[config.mk]
export PLATFORM = sky130hd
export DESIGN_NAME = dynamic_priority_scheduler
export DESIGN_NICKNAME = d
export VERILOG_FILES = /design/src/dps_pkg.sv /design/src/dps_ram.sv /design/src/dps_cfg.sv /design/src/dps_alu.sv /design/src/dynamic_priority_scheduler.sv
export SDC_FILE = /design/constraint.sdc
export NUM_CORES = 1
export LEC_CHECK = 0
export ABC_CLOCK_PERIOD_IN_PS = 9850
export BUFFER_PORTS_ARGS = -buffer_cell sky130_fd_sc_hd__buf_2
export CAP_MARGIN = 25
export CELL_PAD_IN_SITES_DETAIL_PLACEMENT = 0
export CELL_PAD_IN_SITES_GLOBAL_PLACEMENT = 1
export CORE_AREA = 4 4 270 272
export CTS_BUF_LIST = sky130_fd_sc_hd__clkbuf_8
export CTS_CLUSTER_DIAMETER = 80
export DETAILED_ROUTE_END_ITERATION = 12
export DIE_AREA = 0 0 274 276
export PLACE_DENSITY = 0.65
export SLEW_MARGIN = 5
export SYNTH_ARGS = -nofsm -noshare
export SYNTH_HDL_FRONTEND = slang
export SYNTH_SLANG_ARGS = --single-unit
[constraint.sdc]
create_clock -name clk -period 9.85 [get_ports clk]
set_clock_uncertainty 0.1 [all_clocks]
set_input_delay 2.4625 -clock clk [delete_from_list [all_inputs] [get_ports clk]]
set_output_delay 2.4625 -clock clk [all_outputs]
set_load 0.005 [all_outputs]
[src/dps_pkg.sv]
// Shared types, codes and defaults for the dynamic priority scheduler.
// Used by every module of the block but dps_ram; depends on nothing.
`timescale 1ns / 1ps

package dps_pkg;

  // Table size default and configuration port geometry
  localparam int MAX_PROCS_DEF = 16;
  localparam int CFG_ADDR_W    = 3;
  localparam int CFG_DATA_W    = 32;

  // Register indexes (word address paddr[2])
  localparam logic REG_PRIORITY_STEP = 1'b0;

  // Reset value of priority_step
  localparam logic [7:0] STEP_RESET = 8'd3;

  // Operation codes
  localparam logic OP_LOAD = 1'b0;
  localparam logic OP_TICK = 1'b1;

  // Result status codes
  localparam logic [2:0] ST_LOADED     = 3'd0;
  localparam logic [2:0] ST_FULL       = 3'd1;
  localparam logic [2:0] ST_ZERO_NEED  = 3'd2;
  localparam logic [2:0] ST_DISPATCHED = 3'd3;
  localparam logic [2:0] ST_IDLE       = 3'd4;

  // Priority floor and used-slice ceiling
  localparam logic signed [9:0] PRIO_MIN = 10'sh200;
  localparam logic [7:0]        USED_MAX = 8'hFF;

  // One table entry as stored in the RAM
  typedef struct packed {
    logic [7:0]        id;
    logic signed [9:0] prio;
    logic [7:0]        used;
    logic [7:0]        needed;
  } entry_t;

  localparam int ENTRY_W = $bits(entry_t);

  // Entry after one dispatched slice
  typedef struct packed {
    entry_t ent;
    logic   fin;
  } upd_t;

endpackage

[src/dps_ram.sv]
// Generic single-write, single-read RAM with registered read data.
// No package dependency.
`timescale 1ns / 1ps

module dps_ram #(
  parameter int WIDTH = 8,
  parameter int DEPTH = 16
) (
  input  logic                     clk,
  input  logic                     we,
  input  logic [$clog2(DEPTH)-1:0] waddr,
  input  logic [WIDTH-1:0]         wdata,
  input  logic [$clog2(DEPTH)-1:0] raddr,
  output logic [WIDTH-1:0]         rdata
);

  logic [WIDTH-1:0] mem [DEPTH];

  // write port and registered read port
  always_ff @(posedge clk) begin
    if (we) begin
      mem[waddr] <= wdata;
    end
    rdata <= mem[raddr];
  end

endmodule

[src/dps_cfg.sv]
// APB-style configuration register block: holds priority_step.
// Depends on dps_pkg.
`timescale 1ns / 1ps

module dps_cfg (
  input  logic                             clk,
  input  logic                             rst,
  input  logic                             psel,
  input  logic                             penable,
  input  logic                             pwrite,
  input  logic [dps_pkg::CFG_ADDR_W-1:0]   paddr,
  input  logic [dps_pkg::CFG_DATA_W-1:0]   pwdata,
  output logic [dps_pkg::CFG_DATA_W-1:0]   prdata,
  output logic                             pready,
  output logic [7:0]                       priority_step
);
  import dps_pkg::*;

  logic wr_en;
  logic reg_idx;

  assign pready  = 1'b1;
  assign reg_idx = paddr[2];
  assign wr_en   = psel && penable && pwrite && pready;

  // register write
  always_ff @(posedge clk) begin
    if (rst) begin
      priority_step <= STEP_RESET;
    end else if (wr_en && reg_idx == REG_PRIORITY_STEP) begin
      priority_step <= pwdata[7:0];
    end
  end

  // read decode
  always_comb begin
    unique case (reg_idx)
      REG_PRIORITY_STEP: prdata = {{(CFG_DATA_W-8){1'b0}}, priority_step};
      default:           prdata = '0;
    endcase
  end

endmodule

[src/dps_alu.sv]
// Shared compare and slice-update unit of the scheduler.
// Selects during the table scan and computes the dispatched entry; uses dps_pkg.
`timescale 1ns / 1ps

module dps_alu (
  input  logic            op,
  input  logic            slot_vld,
  input  logic            found,
  input  dps_pkg::entry_t rd_ent,
  input  dps_pkg::entry_t best_ent,
  input  logic [7:0]      step,
  output logic            sel,
  output dps_pkg::upd_t   upd
);
  import dps_pkg::*;

  logic signed [10:0] p_dec;

  // scan compare: first free slot for a load, strictly larger priority for a tick
  always_comb begin
    if (op == OP_LOAD) begin
      sel = !slot_vld && !found;
    end else begin
      sel = slot_vld && (!found || (rd_ent.prio > best_ent.prio));
    end
  end

  // one slice on the chosen entry
  assign p_dec = {best_ent.prio[9], best_ent.prio} - $signed({3'b000, step});

  always_comb begin
    upd.ent.id = best_ent.id;
    // saturate at the floor when the 11-bit result leaves the 10-bit range
    if (p_dec[10] != p_dec[9]) begin
      upd.ent.prio = PRIO_MIN;
    end else begin
      upd.ent.prio = p_dec[9:0];
    end
    upd.ent.used   = (best_ent.used == USED_MAX) ? USED_MAX : best_ent.used + 8'd1;
    upd.ent.needed = (best_ent.needed != 8'd0) ? best_ent.needed - 8'd1 : 8'd0;
    upd.fin        = (upd.ent.needed == 8'd0);
  end

endmodule

[src/dynamic_priority_scheduler.sv]
// Dynamic priority scheduler top level: sequencer, valid bits and result register.
// Depends on dps_pkg, dps_ram, dps_cfg and dps_alu.
`timescale 1ns / 1ps

// Every item, load or tick, scans the whole process table, one RAM entry per
// cycle through a single compare unit, then writes the chosen slot back in the
// update state; that state waits while the output register holds a result not
// yet taken. The result beat is registered at the write-back. in_ready is high
// only while the sequencer is idle; a finished result may wait in the output
// register while the next item is taken. The table entries are undefined after
// reset: valid bits in flip-flops clear at reset, so no clearing pass is needed.
// priority_step is written over the APB-style port at address 0 and resets to 3.
module dynamic_priority_scheduler #(
  parameter int MAX_PROCS = dps_pkg::MAX_PROCS_DEF
) (
  input  logic                           clk,
  input  logic                           rst,
  // configuration port
  input  logic                           psel,
  input  logic                           penable,
  input  logic                           pwrite,
  input  logic [dps_pkg::CFG_ADDR_W-1:0] paddr,
  input  logic [dps_pkg::CFG_DATA_W-1:0] pwdata,
  output logic [dps_pkg::CFG_DATA_W-1:0] prdata,
  output logic                           pready,
  // input channel
  input  logic                           in_valid,
  output logic                           in_ready,
  input  logic                           operation,
  input  logic [7:0]                     proc_id,
  input  logic signed [9:0]              start_priority,
  input  logic [7:0]                     used_slices,
  input  logic [7:0]                     needed_slices,
  // output channel
  output logic                           out_valid,
  input  logic                           out_ready,
  output logic [2:0]                     status,
  output logic [7:0]                     run_id,
  output logic signed [9:0]              run_priority,
  output logic [7:0]                     run_used,
  output logic [7:0]                     run_remaining,
  output logic                           finished,
  output logic [4:0]                     ready_count
);
  import dps_pkg::*;

  localparam int IW = $clog2(MAX_PROCS);
  localparam int CW = $clog2(MAX_PROCS + 1);

  typedef enum logic [2:0] {
    S_IDLE   = 3'b001,
    S_SCAN   = 3'b010,
    S_UPDATE = 3'b100
  } state_t;

  state_t state, state_next;

  // captured input beat
  logic       op;
  entry_t     in_ent;

  // scan control
  logic [IW:0]   cnt;
  logic          cnt_done;
  logic          pend;
  logic [IW-1:0] pend_idx;

  // best candidate
  logic          found;
  logic [IW-1:0] best_idx;
  entry_t        best_ent;

  // table state
  logic [MAX_PROCS-1:0] valid;
  logic [CW-1:0]        occ;

  // datapath wires
  logic [7:0]          priority_step;
  logic [ENTRY_W-1:0]  rd_raw;
  entry_t              rd_ent;
  logic                sel;
  upd_t                upd;
  logic                fire;
  logic                load_ok;
  logic                ram_we;
  entry_t              wr_ent;

  dps_cfg u_cfg (
    .clk           (clk),
    .rst           (rst),
    .psel          (psel),
    .penable       (penable),
    .pwrite        (pwrite),
    .paddr         (paddr),
    .pwdata        (pwdata),
    .prdata        (prdata),
    .pready        (pready),
    .priority_step (priority_step)
  );

  dps_ram #(
    .WIDTH (ENTRY_W),
    .DEPTH (MAX_PROCS)
  ) u_ram (
    .clk   (clk),
    .we    (ram_we),
    .waddr (best_idx),
    .wdata (wr_ent),
    .raddr (cnt[IW-1:0]),
    .rdata (rd_raw)
  );

  assign rd_ent = entry_t'(rd_raw);

  dps_alu u_alu (
    .op       (op),
    .slot_vld (valid[pend_idx]),
    .found    (found),
    .rd_ent   (rd_ent),
    .best_ent (best_ent),
    .step     (priority_step),
    .sel      (sel),
    .upd      (upd)
  );

  assign in_ready = (state == S_IDLE);
  assign cnt_done = (cnt == (IW+1)'(MAX_PROCS));
  assign fire     = (state == S_UPDATE) && (!out_valid || out_ready);
  assign load_ok  = found && (in_ent.needed != 8'd0);

  // write-back selection
  always_comb begin
    if (op == OP_LOAD) begin
      ram_we = fire && load_ok;
      wr_ent = in_ent;
    end else begin
      ram_we = fire && found;
      wr_ent = upd.ent;
    end
  end

  // sequencer next state
  always_comb begin
    state_next = state;
    unique case (state)
      S_IDLE:   if (in_valid) state_next = S_SCAN;
      S_SCAN:   if (cnt_done) state_next = S_UPDATE;
      S_UPDATE: if (fire) state_next = S_IDLE;
      default:  state_next = S_IDLE;
    endcase
  end

  always_ff @(posedge clk) begin
    if (rst) begin
      state <= S_IDLE;
    end else begin
      state <= state_next;
    end
  end

  // input capture
  always_ff @(posedge clk) begin
    if (in_valid && in_ready) begin
      op            <= operation;
      in_ent.id     <= proc_id;
      in_ent.prio   <= start_priority;
      in_ent.used   <= used_slices;
      in_ent.needed <= needed_slices;
    end
  end

  // table scan: issue one address a cycle, compare the entry read back
  always_ff @(posedge clk) begin
    if (rst) begin
      cnt   <= '0;
      pend  <= 1'b0;
      found <= 1'b0;
    end else if (in_valid && in_ready) begin
      cnt   <= '0;
      pend  <= 1'b0;
      found <= 1'b0;
    end else if (state == S_SCAN) begin
      pend <= !cnt_done;
      if (!cnt_done) begin
        cnt <= cnt + 1'b1;
      end
      if (pend && sel) begin
        found <= 1'b1;
      end
    end
  end

  always_ff @(posedge clk) begin
    if (state == S_SCAN) begin
      pend_idx <= cnt[IW-1:0];
      if (pend && sel) begin
        best_idx <= pend_idx;
        best_ent <= rd_ent;
      end
    end
  end

  // valid bits and occupancy
  always_ff @(posedge clk) begin
    if (rst) begin
      valid <= '0;
      occ   <= '0;
    end else if (fire) begin
      if (op == OP_LOAD) begin
        if (load_ok) begin
          valid[best_idx] <= 1'b1;
          occ             <= occ + 1'b1;
        end
      end else if (found && upd.fin) begin
        valid[best_idx] <= 1'b0;
        occ             <= occ - 1'b1;
      end
    end
  end

  // result register
  always_ff @(posedge clk) begin
    if (rst) begin
      out_valid <= 1'b0;
    end else if (fire) begin
      out_valid <= 1'b1;
    end else if (out_ready) begin
      out_valid <= 1'b0;
    end
  end

  always_ff @(posedge clk) begin
    if (fire) begin
      run_id        <= '0;
      run_priority  <= '0;
      run_used      <= '0;
      run_remaining <= '0;
      finished      <= 1'b0;
      if (op == OP_LOAD) begin
        ready_count <= 5'(occ + CW'(load_ok));
        if (!found) begin
          status <= ST_FULL;
        end else if (!load_ok) begin
          status <= ST_ZERO_NEED;
        end else begin
          status <= ST_LOADED;
        end
      end else if (!found) begin
        status      <= ST_IDLE;
        ready_count <= 5'(occ);
      end else begin
        status        <= ST_DISPATCHED;
        run_id        <= upd.ent.id;
        run_priority  <= upd.ent.prio;
        run_used      <= upd.ent.used;
        run_remaining <= upd.ent.needed;
        finished      <= upd.fin;
        ready_count   <= 5'(occ - CW'(upd.fin));
      end
    end
  end

  // occupancy tracks the valid bits
  a_occ_matches_valid: assert property (@(posedge clk) disable iff (rst)
    $countones(valid) == 32'(occ))
    else $error("occupancy differs from number of valid slots");

  // occupancy never exceeds the table
  a_occ_bound: assert property (@(posedge clk) disable iff (rst)
    32'(occ) <= MAX_PROCS)
    else $error("occupancy beyond table size");

  // a finished dispatch reports nothing remaining
  a_fin_remaining: assert property (@(posedge clk) disable iff (rst)
    (out_valid && finished) |-> (status == ST_DISPATCHED && run_remaining == 8'd0))
    else $error("finished flag without a completed dispatch");

  // each write-back leaves a fresh result beat
  a_fire_result: assert property (@(posedge clk) disable iff (rst)
    fire |=> out_valid)
    else $error("write-back without a result beat");

endmodule
# After elaboration in Yosys (flattened, before gate mapping)
# Memory sizes are Yosys's and may differ from the RTL's. A register that Yosys moved wholly into a read port is not among the register bits.
# Index checks and enable logic that the tools add are counted.
# Widths: inputs -> output; s select.
# word_totals
elab_cells	115
out_inout_bits	78
ramBits	544
in_bits	77
register_bits	160
mem_count	1
# classes
n_reduce_logical	30
magnitude_cmp	4
bitwise	5
n_mux	31
addsub	8
n_eq_ne	10
# mem_list
name	depth	word_bits	read_ports	rd_clocked_by_memory_dff	wr	line_no	source
u_ram.mem	16	34	1	1	1	dps_ram.sv:17	logic [WIDTH-1:0] mem [DEPTH];
# op_table
cell	count
$mux 16	3
$mux 34	1
$mux 5	5
$mux 8	3
$and 16x16->16	1
$not 16->16	1
$or 16x16->16	1
$reduce_bool 8->1	2
$mux 3	5
$logic_and 1x1->1	13
$sub 10x9->11	1
$add 5x1->5 const B	2
$gt 10x10->1	1
$lt 4x5->1 const B	2
$mux 10	1
$pmux 3 s3	1
$add 8x1->8 const B	1
$eq 8x8->1 const B	1
$logic_not 8->1	1
$mux 1	8
$sub 8x1->8 const B	1
$ne 2x2->1 const B	3
$reduce_and 2->1	3
$reduce_and 3->1	2
other kinds (18)	25

# Logic depth before layout (Yosys ltp)
# Gate-level depths: netlist (run 1).
# logic_depth
word_depth	8
mapped_depth	15
mapped_depth_nobuf	13

# Cells and area by module
# A second synthesis (run 1) with hierarchy kept.
# unflattened
cells_unflattened	1555
hier_area_um2	29209.3
# by_module_without_submodules
mod	cells_per_inst	n_inst	area_per_inst_um2
dps_ram	888	1	21076.5
dynamic_priority_scheduler	422	1	6301.0
dps_alu	175	1	1211.2
dps_cfg	70	1	620.6

# Worst setup path before layout (run 1)
# Ideal clock, no wire load.
# synth_timing
path_kind	input -> register
start	input out_ready
end	memory u_ram.mem[0][0] (netlist name), enable pin
setup_ps	526
arrival_time_ps	7887
required_ps	9224
cell_stages	5
slack_ps	1337
path_cell_list	nor2b_1 nor2_2 o211ai_1 clkbuf_1 nor4b_1
# synth_via
elab_chain_cells	6
# synth_rtl
element	line_no	source
from (decl)	dynamic_priority_scheduler.sv:36	input logic out_ready,
$logic_or 1x1->1 (*)	dynamic_priority_scheduler.sv:128	assign fire = (state == S_UPDATE) && (!out_valid || out_ready);
$logic_and 1x1->1 (*)	dynamic_priority_scheduler.sv:128	
named net fire	dynamic_priority_scheduler.sv:83	logic fire;
$logic_and 1x1->1 (on tied branches)	dynamic_priority_scheduler.sv:134, dynamic_priority_scheduler.sv:137	
$mux 1 (*)	dynamic_priority_scheduler.sv:133	if (op == OP_LOAD) begin
$mux 1 (*)	dps_ram.sv:21	if (we) begin
$mux 1 (implied by the code) (*)	dps_ram.sv:22	mem[waddr] <= wdata;
to (decl)	dps_ram.sv:17	
# Mark *: on every way through the listed nets, which the timed path passes. The rest lies on a longest branch.

# Final worst setup path (run 1)
# layout_timing
start	input paddr[2] (netlist name)
end	output prdata[5] (netlist name)
# layout_via
elab_chain_cells	1
# layout_rtl
element	line_no	source
from (decl)	dynamic_priority_scheduler.sv:22	input logic [dps_pkg::CFG_ADDR_W-1:0] paddr,
$mux 8	dps_cfg.sv:37	unique case (reg_idx)
to (decl)	dynamic_priority_scheduler.sv:24	output logic [dps_pkg::CFG_DATA_W-1:0] prdata,
# Every way passes these cells.

==> results of run 1 <==
## critical path: cells and delay by family
kind | cells | cell delay [ns]
and+or+nand+nor | 1 | 0.10
buffers and inverters | 2 | 0.27
## power groups by stage
stage          Clock, uW  Combinational [uW]  Sequential [uW]
5_1_grt             2640                 287             3520
6_report            2420                 259             3520
2_1_floorplan          0                 162             3580
3_5_place_dp           0                 252             3590
4_1_cts             2500                 252             3520
3_3_place_gp           0                 239             3590
## cell usage after synthesis, types with 12 or more instances
master | number | area [um^2]
sky130_fd_sc_hd__inv_1 | 40 | 150
sky130_fd_sc_hd__dfxtp_1 | 74 | 1480
sky130_fd_sc_hd__mux2_2 | 12 | 135
sky130_fd_sc_hd__buf_4 | 25 | 188
sky130_fd_sc_hd__mux4_2 | 175 | 3940
sky130_fd_sc_hd__and2_1 | 15 | 93.8
sky130_fd_sc_hd__clkbuf_1 | 47 | 176
sky130_fd_sc_hd__buf_2 | 15 | 75.1
sky130_fd_sc_hd__ha_1 | 32 | 400
sky130_fd_sc_hd__nor3_1 | 14 | 70.1
sky130_fd_sc_hd__xnor2_1 | 17 | 149
sky130_fd_sc_hd__edfxtp_1 | 664 | 19900
sky130_fd_sc_hd__nor2_1 | 66 | 248
sky130_fd_sc_hd__a21oi_1 | 48 | 240
sky130_fd_sc_hd__nand2b_1 | 12 | 75.1
sky130_fd_sc_hd__nand2_1 | 42 | 158
sky130_fd_sc_hd__o31ai_1 | 13 | 97.6
## layout by cell type (no fill, tap or decap), drive strengths merged, types with 10 or more instances in the layout
| cell type | netlist | routed |
|---|---|---|
| clkinv | 0 | 36 |
| conb | 2 | 25 |
| clkbuf | 47 | 128 |
| o31ai | 14 | 14 |
| dfxtp | 74 | 74 |
| xnor2 | 17 | 17 |
| o2bb2ai | 10 | 10 |
| a21oi | 48 | 48 |
| ha | 32 | 32 |
| inv | 40 | 84 |
| a31oi | 11 | 11 |
| and2 | 15 | 15 |
| mux2i | 10 | 10 |
| edfxtp | 664 | 664 |
| o21ai | 10 | 10 |
| mux4 | 175 | 175 |
| nor2 | 67 | 67 |
| nor3 | 14 | 14 |
| buf | 46 | 159 |
| mux2 | 12 | 12 |
| nand2b | 12 | 12 |
| nand2 | 43 | 43 |
| or3 | 12 | 12 |
| nor2b | 10 | 10 |
## state kept, by name, indices dropped and copies added (netlist names), named ones only
register	cells
ready_count	5
best_idx	4
run_priority	10
found	1
u_cfg.priority_step	8
occ	5
state	3
run_used	8
u_ram.rdata	34
pend	1
status	3
run_id	8
best_ent	34
out_valid	1
run_remaining	8
op	1
u_ram.mem	544
in_ent	34
pend_idx	4
finished	1
cnt	5
## final cells by class
cell class / instances / area, um^2 / share of cell area
sequential: 738 / 21400 / 0.653
timing repair buffer: 160 / 963 / 0.0293
inverter: 40 / 150 / 0.00457
tap: 950 / 1190 / 0.0362
clock inverter: 88 / 459 / 0.0140
clock buffer: 127 / 1750 / 0.0532
multi-input combinational: 608 / 6890 / 0.210
antenna: 1 / 2.50 / 0.0000762
## per-stage QoR
step | setup slack (ns) | util | hold WS, ns | cells
3_3_place_gp | 4.10 | 0.431 | 0.287 | 2480
2_1_floorplan | 1.34 | - | 0.286 | 1479
6_report | 4.44 | 0.464 | 0.294 | 2712
4_1_cts | 4.44 | 0.462 | 0.278 | 2696
5_1_grt | 4.40 | 0.464 | 0.275 | 2712
3_5_place_dp | 4.03 | 0.431 | 0.289 | 2481
## per-layer routing
metal | global-route usage | routed length [um]
met5 | 0 | 0
met3 | 0.0292 | 3530
met4 | 0.0549 | 1470
met1 | 0.233 | 27700
met2 | 0.269 | 30800
## cells by family (layout without fill, tap and decap cells)
| kind of cell | after synthesis | in the layout | share of synthesized area |
|---|---|---|---|
| AND/OR/NAND/NOR | 211 | 211 | 0.0379 |
| XOR/XNOR | 25 | 25 | 0.00762 |
| other | 2 | 26 | 0.000261 |
| buffers and inverters | 133 | 415 | 0.0216 |
| AO/OA/AOI/OAI | 116 | 116 | 0.0262 |
| flip-flops | 738 | 738 | 0.746 |
| multiplexers | 197 | 197 | 0.145 |
| adder cells (fa/ha/maj) | 34 | 34 | 0.0153 |
## how the worst max path moves through the flow
stage | from | to | cells past startpoint
after global placement | out_ready | u_ram.mem[6][13] | 7
final | paddr[2] | prdata[5] | 3
after detailed placement | out_ready | u_ram.mem[7][13] | 7
after global routing | paddr[2] | prdata[0] | 3
after floorplan | out_ready | u_ram.mem[0][0] | 5
after CTS | paddr[2] | prdata[0] | 3
==> flow_metrics.py, run 1 <==
metrics = {
    "worst_setup_path": {
        "crit_top_cell": "sky130_fd_sc_hd__buf_2",
        "crit_path_cell_trace": "buf_2 > nor2_1 > buf_2",
        "worstRegToRegCells": 6,
        "critical_path.reg2reg.endpoint": "u_ram.mem[5][20]",
        "cp.arrival_ns": 2.84,
        "worstPathRequired_ns": 7.29,
        "worstSetupPathType": "input pin to output pin",
        "slowest_stage": "sky130_fd_sc_hd__buf_2",
        "crit_fanout": 10,
        "timing.rr.start": "state[2]",
        "crit_path_start_kind": "input pin",
        "critical_path.endpoint_type": "output pin",
        "slowest_delay_ns": 0.15,
        "regToRegSetupSlack_ns": 5.83,
    },
    "worst_hold_path": {
        "worstHoldStart": "u_ram.rdata[2]",
        "min-delay-path-class": "flop to flop",
        "min_delay_worst_endpoint": "best_ent[2]",
        "timing.hold.worst_path_depth": 0,
    },
    "pwr": {
        "p_leak_uw": 0.0107,
        "combinationalPowerShare": 0.042,
        "power.switching_fraction": 0.219,
        "internal_power_component_uw": 4850,
        "netSwitchingPower_uw": 1360,
        "vdd.ir_drop.worst_v": 0.000102,
        "cellPowerDensity_mw_per_mm2": 189,
        "total_power_uw": 6210,
        "sequentialPowerShare": 0.568,
        "power_frac_clock": 0.391,
    },
    "floorplanning": {
        "floorplan.initialDensity": 0.406,
        "fp.coreArea_mm2": 0.0708,
        "placementRows": 98,
        "boundaryPins": 155,
        "die_width_um": 274,
        "dieArea_mm2": 0.0756,
        "dieHeight_um": 276,
    },
    "placement": {
        "detailed_place.area_mm2": 0.0305,
        "gp_routability_congestion": 0.783,
        "place.port_buffers": 103,
        "dp_hpwl_mm": 34.9,
    },
    "drt": {
        "drt.antenna.violating_nets": 0,
        "detailroute.via_count": 14200,
        "drt_pass1_iterations": 5,
        "drc_errors": 0,
        "drt-vias-per-instance": 5.24,
        "wl_per_cell_um": 23.4,
        "first_iter_violations": 1266,
        "routed_wl_mm": 63.5,
    },
    "clocking": {
        "clock_sinks": 738,
        "clock_insertion_delay_worst_skew_ns": 0.71,
        "cts_tree": "yes",
        "clock_root_buffer": "sky130_fd_sc_hd__clkbuf_8",
        "worst_setup_hold_path_clk_slew_ns": 0.06,
        "cts.htree.levels": 3,
        "cts_setup_buffers": 0,
        "cts_hold_buffers": 0,
        "clockBufferDepth": 3,
        "cts.repair.resized": 0,
        "cts_bufs_inserted": 115,
    },
    "grt": {
        "grt_use_total": 0.167,
        "grt_first_pass_wirelength_mm": 94.0,
        "grt_start_max_net_pins": 58,
        "grt_pass1_vias": 14700,
        "grt_remaining_overflow": 0,
        "grt_antenna_before_repair": 3,
    },
    "timing": {
        "totalNegativeSetupSlack_ns": 0,
        "report.final.setup_viol": 0,
        "rsz0062_at_grt": "false",
        "fmaxAchievable_ghz": 0.185,
        "timing.max_slew.rel_slack": 0.325,
        "worst_pin_slew_ns": 1.01,
        "hold_viol": 0,
        "min_period_over_period": 0.549,
        "timing.final.max_slew_violations": 0,
        "period_needed_ns": 5.41,
    },
    "layout": {
        "filler_cells_inserted": 6007,
        "final_net_count": 1774,
        "areaGrowthSynthToFinish_pct": 14.3,
        "drive_above_1_share": 0.303,
        "layout.cell_area.non_filler_mm2": 0.0328,
    },
    "logic_synthesis": {
        "dominantRegCellSynth": "sky130_fd_sc_hd__edfxtp_1",
        "synth_cell_types": 67,
        "netlist_instances": 1456,
        "synth_async_sr_flop_share": 0,
        "synthesis.area_mm2": 0.0287,
        "syn-mean-instance-area_um2": 19.7,
        "synth_edf_count": 664,
        "synth-seq-cells": 738,
        "yosysSeqAreaShare": 0.746,
        "yosysWarningCount": 0,
    },
    "run": {
        "max-cap-violations": 0,
    },
    "run_status": {
        "outcome": "finished, final reports clean",
    },
}
Power figures use the tool's default switching activity.
==> run 2, diff against run 1 <==
Settings changed: ABC_CLOCK_PERIOD_IN_PS 9850 to 5000.
Clock period 9.85 ns to 5 ns, I/O delays scaled along.
==> run 2 against run 1 <==
Critical endpoint is now u_ram.mem[13][17]. Hold slack gained 0.0041 ns. Flip-flop and latch count is the same. Largest power group unchanged. Design area is 1.2% higher. Wire length rose by 2.7%. First-iteration DRC count is 0.63% lower. Worst setup slack lost 3.3 ns. Clock power increased by 110%. Combinational power is 100% higher. Clock-buffer cell count increased by 10. Largest cell class unchanged. Non-clock buffer count is 8 higher. Global-route usage increased by 0.54 points.
==> flow_metrics.py, run 2 (synthesis results as in run 1) <==
metrics = {
    "drt": {
        "routed_wl_mm": 65.2,
        "drt.antenna.violating_nets": 0,
        "detailroute.via_count": 14300,
        "wl_per_cell_um": 23.8,
        "first_iter_violations": 1258,
        "drc_errors": 0,
        "drt_pass1_iterations": 5,
        "drt-vias-per-instance": 5.24,
    },
    "clocking": {
        "cts.repair.resized": 0,
        "cts.htree.levels": 3,
        "clock_sinks": 738,
        "cts_bufs_inserted": 121,
        "cts_tree": "yes",
        "clock_insertion_delay_worst_skew_ns": 0.72,
        "clock_root_buffer": "sky130_fd_sc_hd__clkbuf_8",
        "cts_setup_buffers": 0,
        "worst_setup_hold_path_clk_slew_ns": 0.06,
        "clockBufferDepth": 3,
        "cts_hold_buffers": 0,
    },
    "floorplanning": {
        "fp.coreArea_mm2": 0.0708,
        "placementRows": 98,
        "floorplan.initialDensity": 0.406,
        "die_width_um": 274,
        "dieHeight_um": 276,
        "dieArea_mm2": 0.0756,
        "boundaryPins": 155,
    },
    "worst_setup_path": {
        "slowest_delay_ns": 0.44,
        "crit_path_start": "best_ent[16]",
        "worstPathRequired_ns": 5.36,
        "worstSetupPathType": "flop to flop",
        "timing.rr.start": "best_ent[16]",
        "cp.arrival_ns": 4.23,
        "critical_path_depth": 13,
        "crit_path_cell_trace": "inv_1 > ha_1 > inv_1 > fa_1 > a21o_1 > a21oi_1 > o21bai_1 > a31oi_1 > a21oi_1 > ha_1 > nand3b_1 > o21ai_0 > buf_2",
        "worstRegToRegCells": 13,
        "crit_path_start_kind": "flop",
        "slowest_stage": "sky130_fd_sc_hd__ha_1",
        "crit_fanout": 9,
        "crit_family": "compound AO/OA/AOI/OAI gates",
        "path_buf_inv": 3,
        "critical_path.endpoint_type": "flop",
    },
    "grt": {
        "grt_start_max_net_pins": 92,
        "grt_remaining_overflow": 0,
        "grt_pass1_vias": 15100,
        "grt_antenna_before_repair": 2,
        "grt_first_pass_wirelength_mm": 96.7,
        "grt_use_total": 0.173,
    },
    "layout": {
        "filler_cells_inserted": 6015,
        "largest_reg_flops": 544,
        "drive_above_1_share": 0.307,
        "areaGrowthSynthToFinish_pct": 15.6,
        "layout.cell_area.non_filler_mm2": 0.0332,
        "most_frequent_cells_in_the_layout": "sky130_fd_sc_hd__edfxtp_1 (664), sky130_fd_sc_hd__mux4_2 (175), sky130_fd_sc_hd__clkbuf_8 (137)",
        "mostFrequentLayoutCell": "sky130_fd_sc_hd__edfxtp_1",
        "final_net_count": 1788,
        "postLayoutCoreUtil": 0.469,
        "largest_register": "u_ram.mem",
    },
    "worst_hold_path": {
        "timing.hold.worst_path_depth": 0,
        "min-delay-path-class": "flop to flop",
        "worstHoldStart": "u_ram.rdata[3]",
    },
    "placement": {
        "place.port_buffers": 103,
        "detailed_place.area_mm2": 0.0307,
        "gp_routability_congestion": 0.779,
        "dp_hpwl_mm": 36.6,
        "pre_cts_slack_ns": 0.784,
    },
    "timing": {
        "min_period_over_period": 0.775,
        "timing.max_slew.rel_slack": 0.313,
        "timing.final.max_slew_violations": 0,
        "rsz0062_at_grt": "false",
        "hold_viol": 0,
        "report.final.setup_viol": 0,
        "worst_pin_slew_ns": 1.03,
        "hold_ws_ns": 0.298,
        "post-route-worst-setup-slack_ns": 1.13,
        "period_needed_ns": 3.87,
        "fmaxAchievable_ghz": 0.258,
    },
    "run": {
        "max-cap-violations": 0,
    },
    "pwr": {
        "p_leak_uw": 0.0109,
        "vdd.ir_drop.worst_v": 0.000176,
        "cellPowerDensity_mw_per_mm2": 379,
    },
    "run_status": {
        "outcome": "finished, final reports clean",
    },
}
-- run 2: per-stage QoR --
step,power (uW),cells,setup TNS (ns)
final,12600,2734,0
after global routing,13100,2734,0
after CTS,12700,2719,0
after detailed placement,7580,2492,0
after global placement,7540,2490,0
after floorplan,7370,1479,-170.92
-- run 2: path summary, 6_finish.rpt --
kind,end,slack (ns)
setup / recovery,u_ram.mem[13][17],1.13
hold reg to reg,best_ent[3],0.30
setup reg to reg,u_ram.mem[13][17],1.13
hold / removal,best_ent[3],0.30
-- run 2: per-layer routing --
metal	share of wire	vias up	GRT usage
li1	-	6298	-
met1	0.43	7447	0.242
met2	0.48	493	0.274
met3	0.071	97	0.0354
met4	0.022	0	0.0548
met5	0	-	0
-- run 2: final cells by class --
| class | instances | area [um^2] | share of cell area |
|---|---|---|---|
| inverter | 40 | 150 | 0.00452 |
| multi-input combinational | 608 | 6930 | 0.209 |
| timing repair buffer | 168 | 1100 | 0.0332 |
| tap | 950 | 1190 | 0.0358 |
| antenna | 3 | 7.51 | 0.000226 |
| clock inverter | 90 | 520 | 0.0157 |
| sequential | 738 | 21400 | 0.645 |
| clock buffer | 137 | 1890 | 0.0568 |
-- run 2: power breakdown --
| part | switching, uW | total, uW | leakage (uW) | internal (uW) |
|---|---|---|---|---|
| Combinational | 343 | 519 | 0.00289 | 176 |
| Clock | 2370 | 5130 | 0.00141 | 2760 |
| Sequential | 40.4 | 6940 | 0.00659 | 6900 |
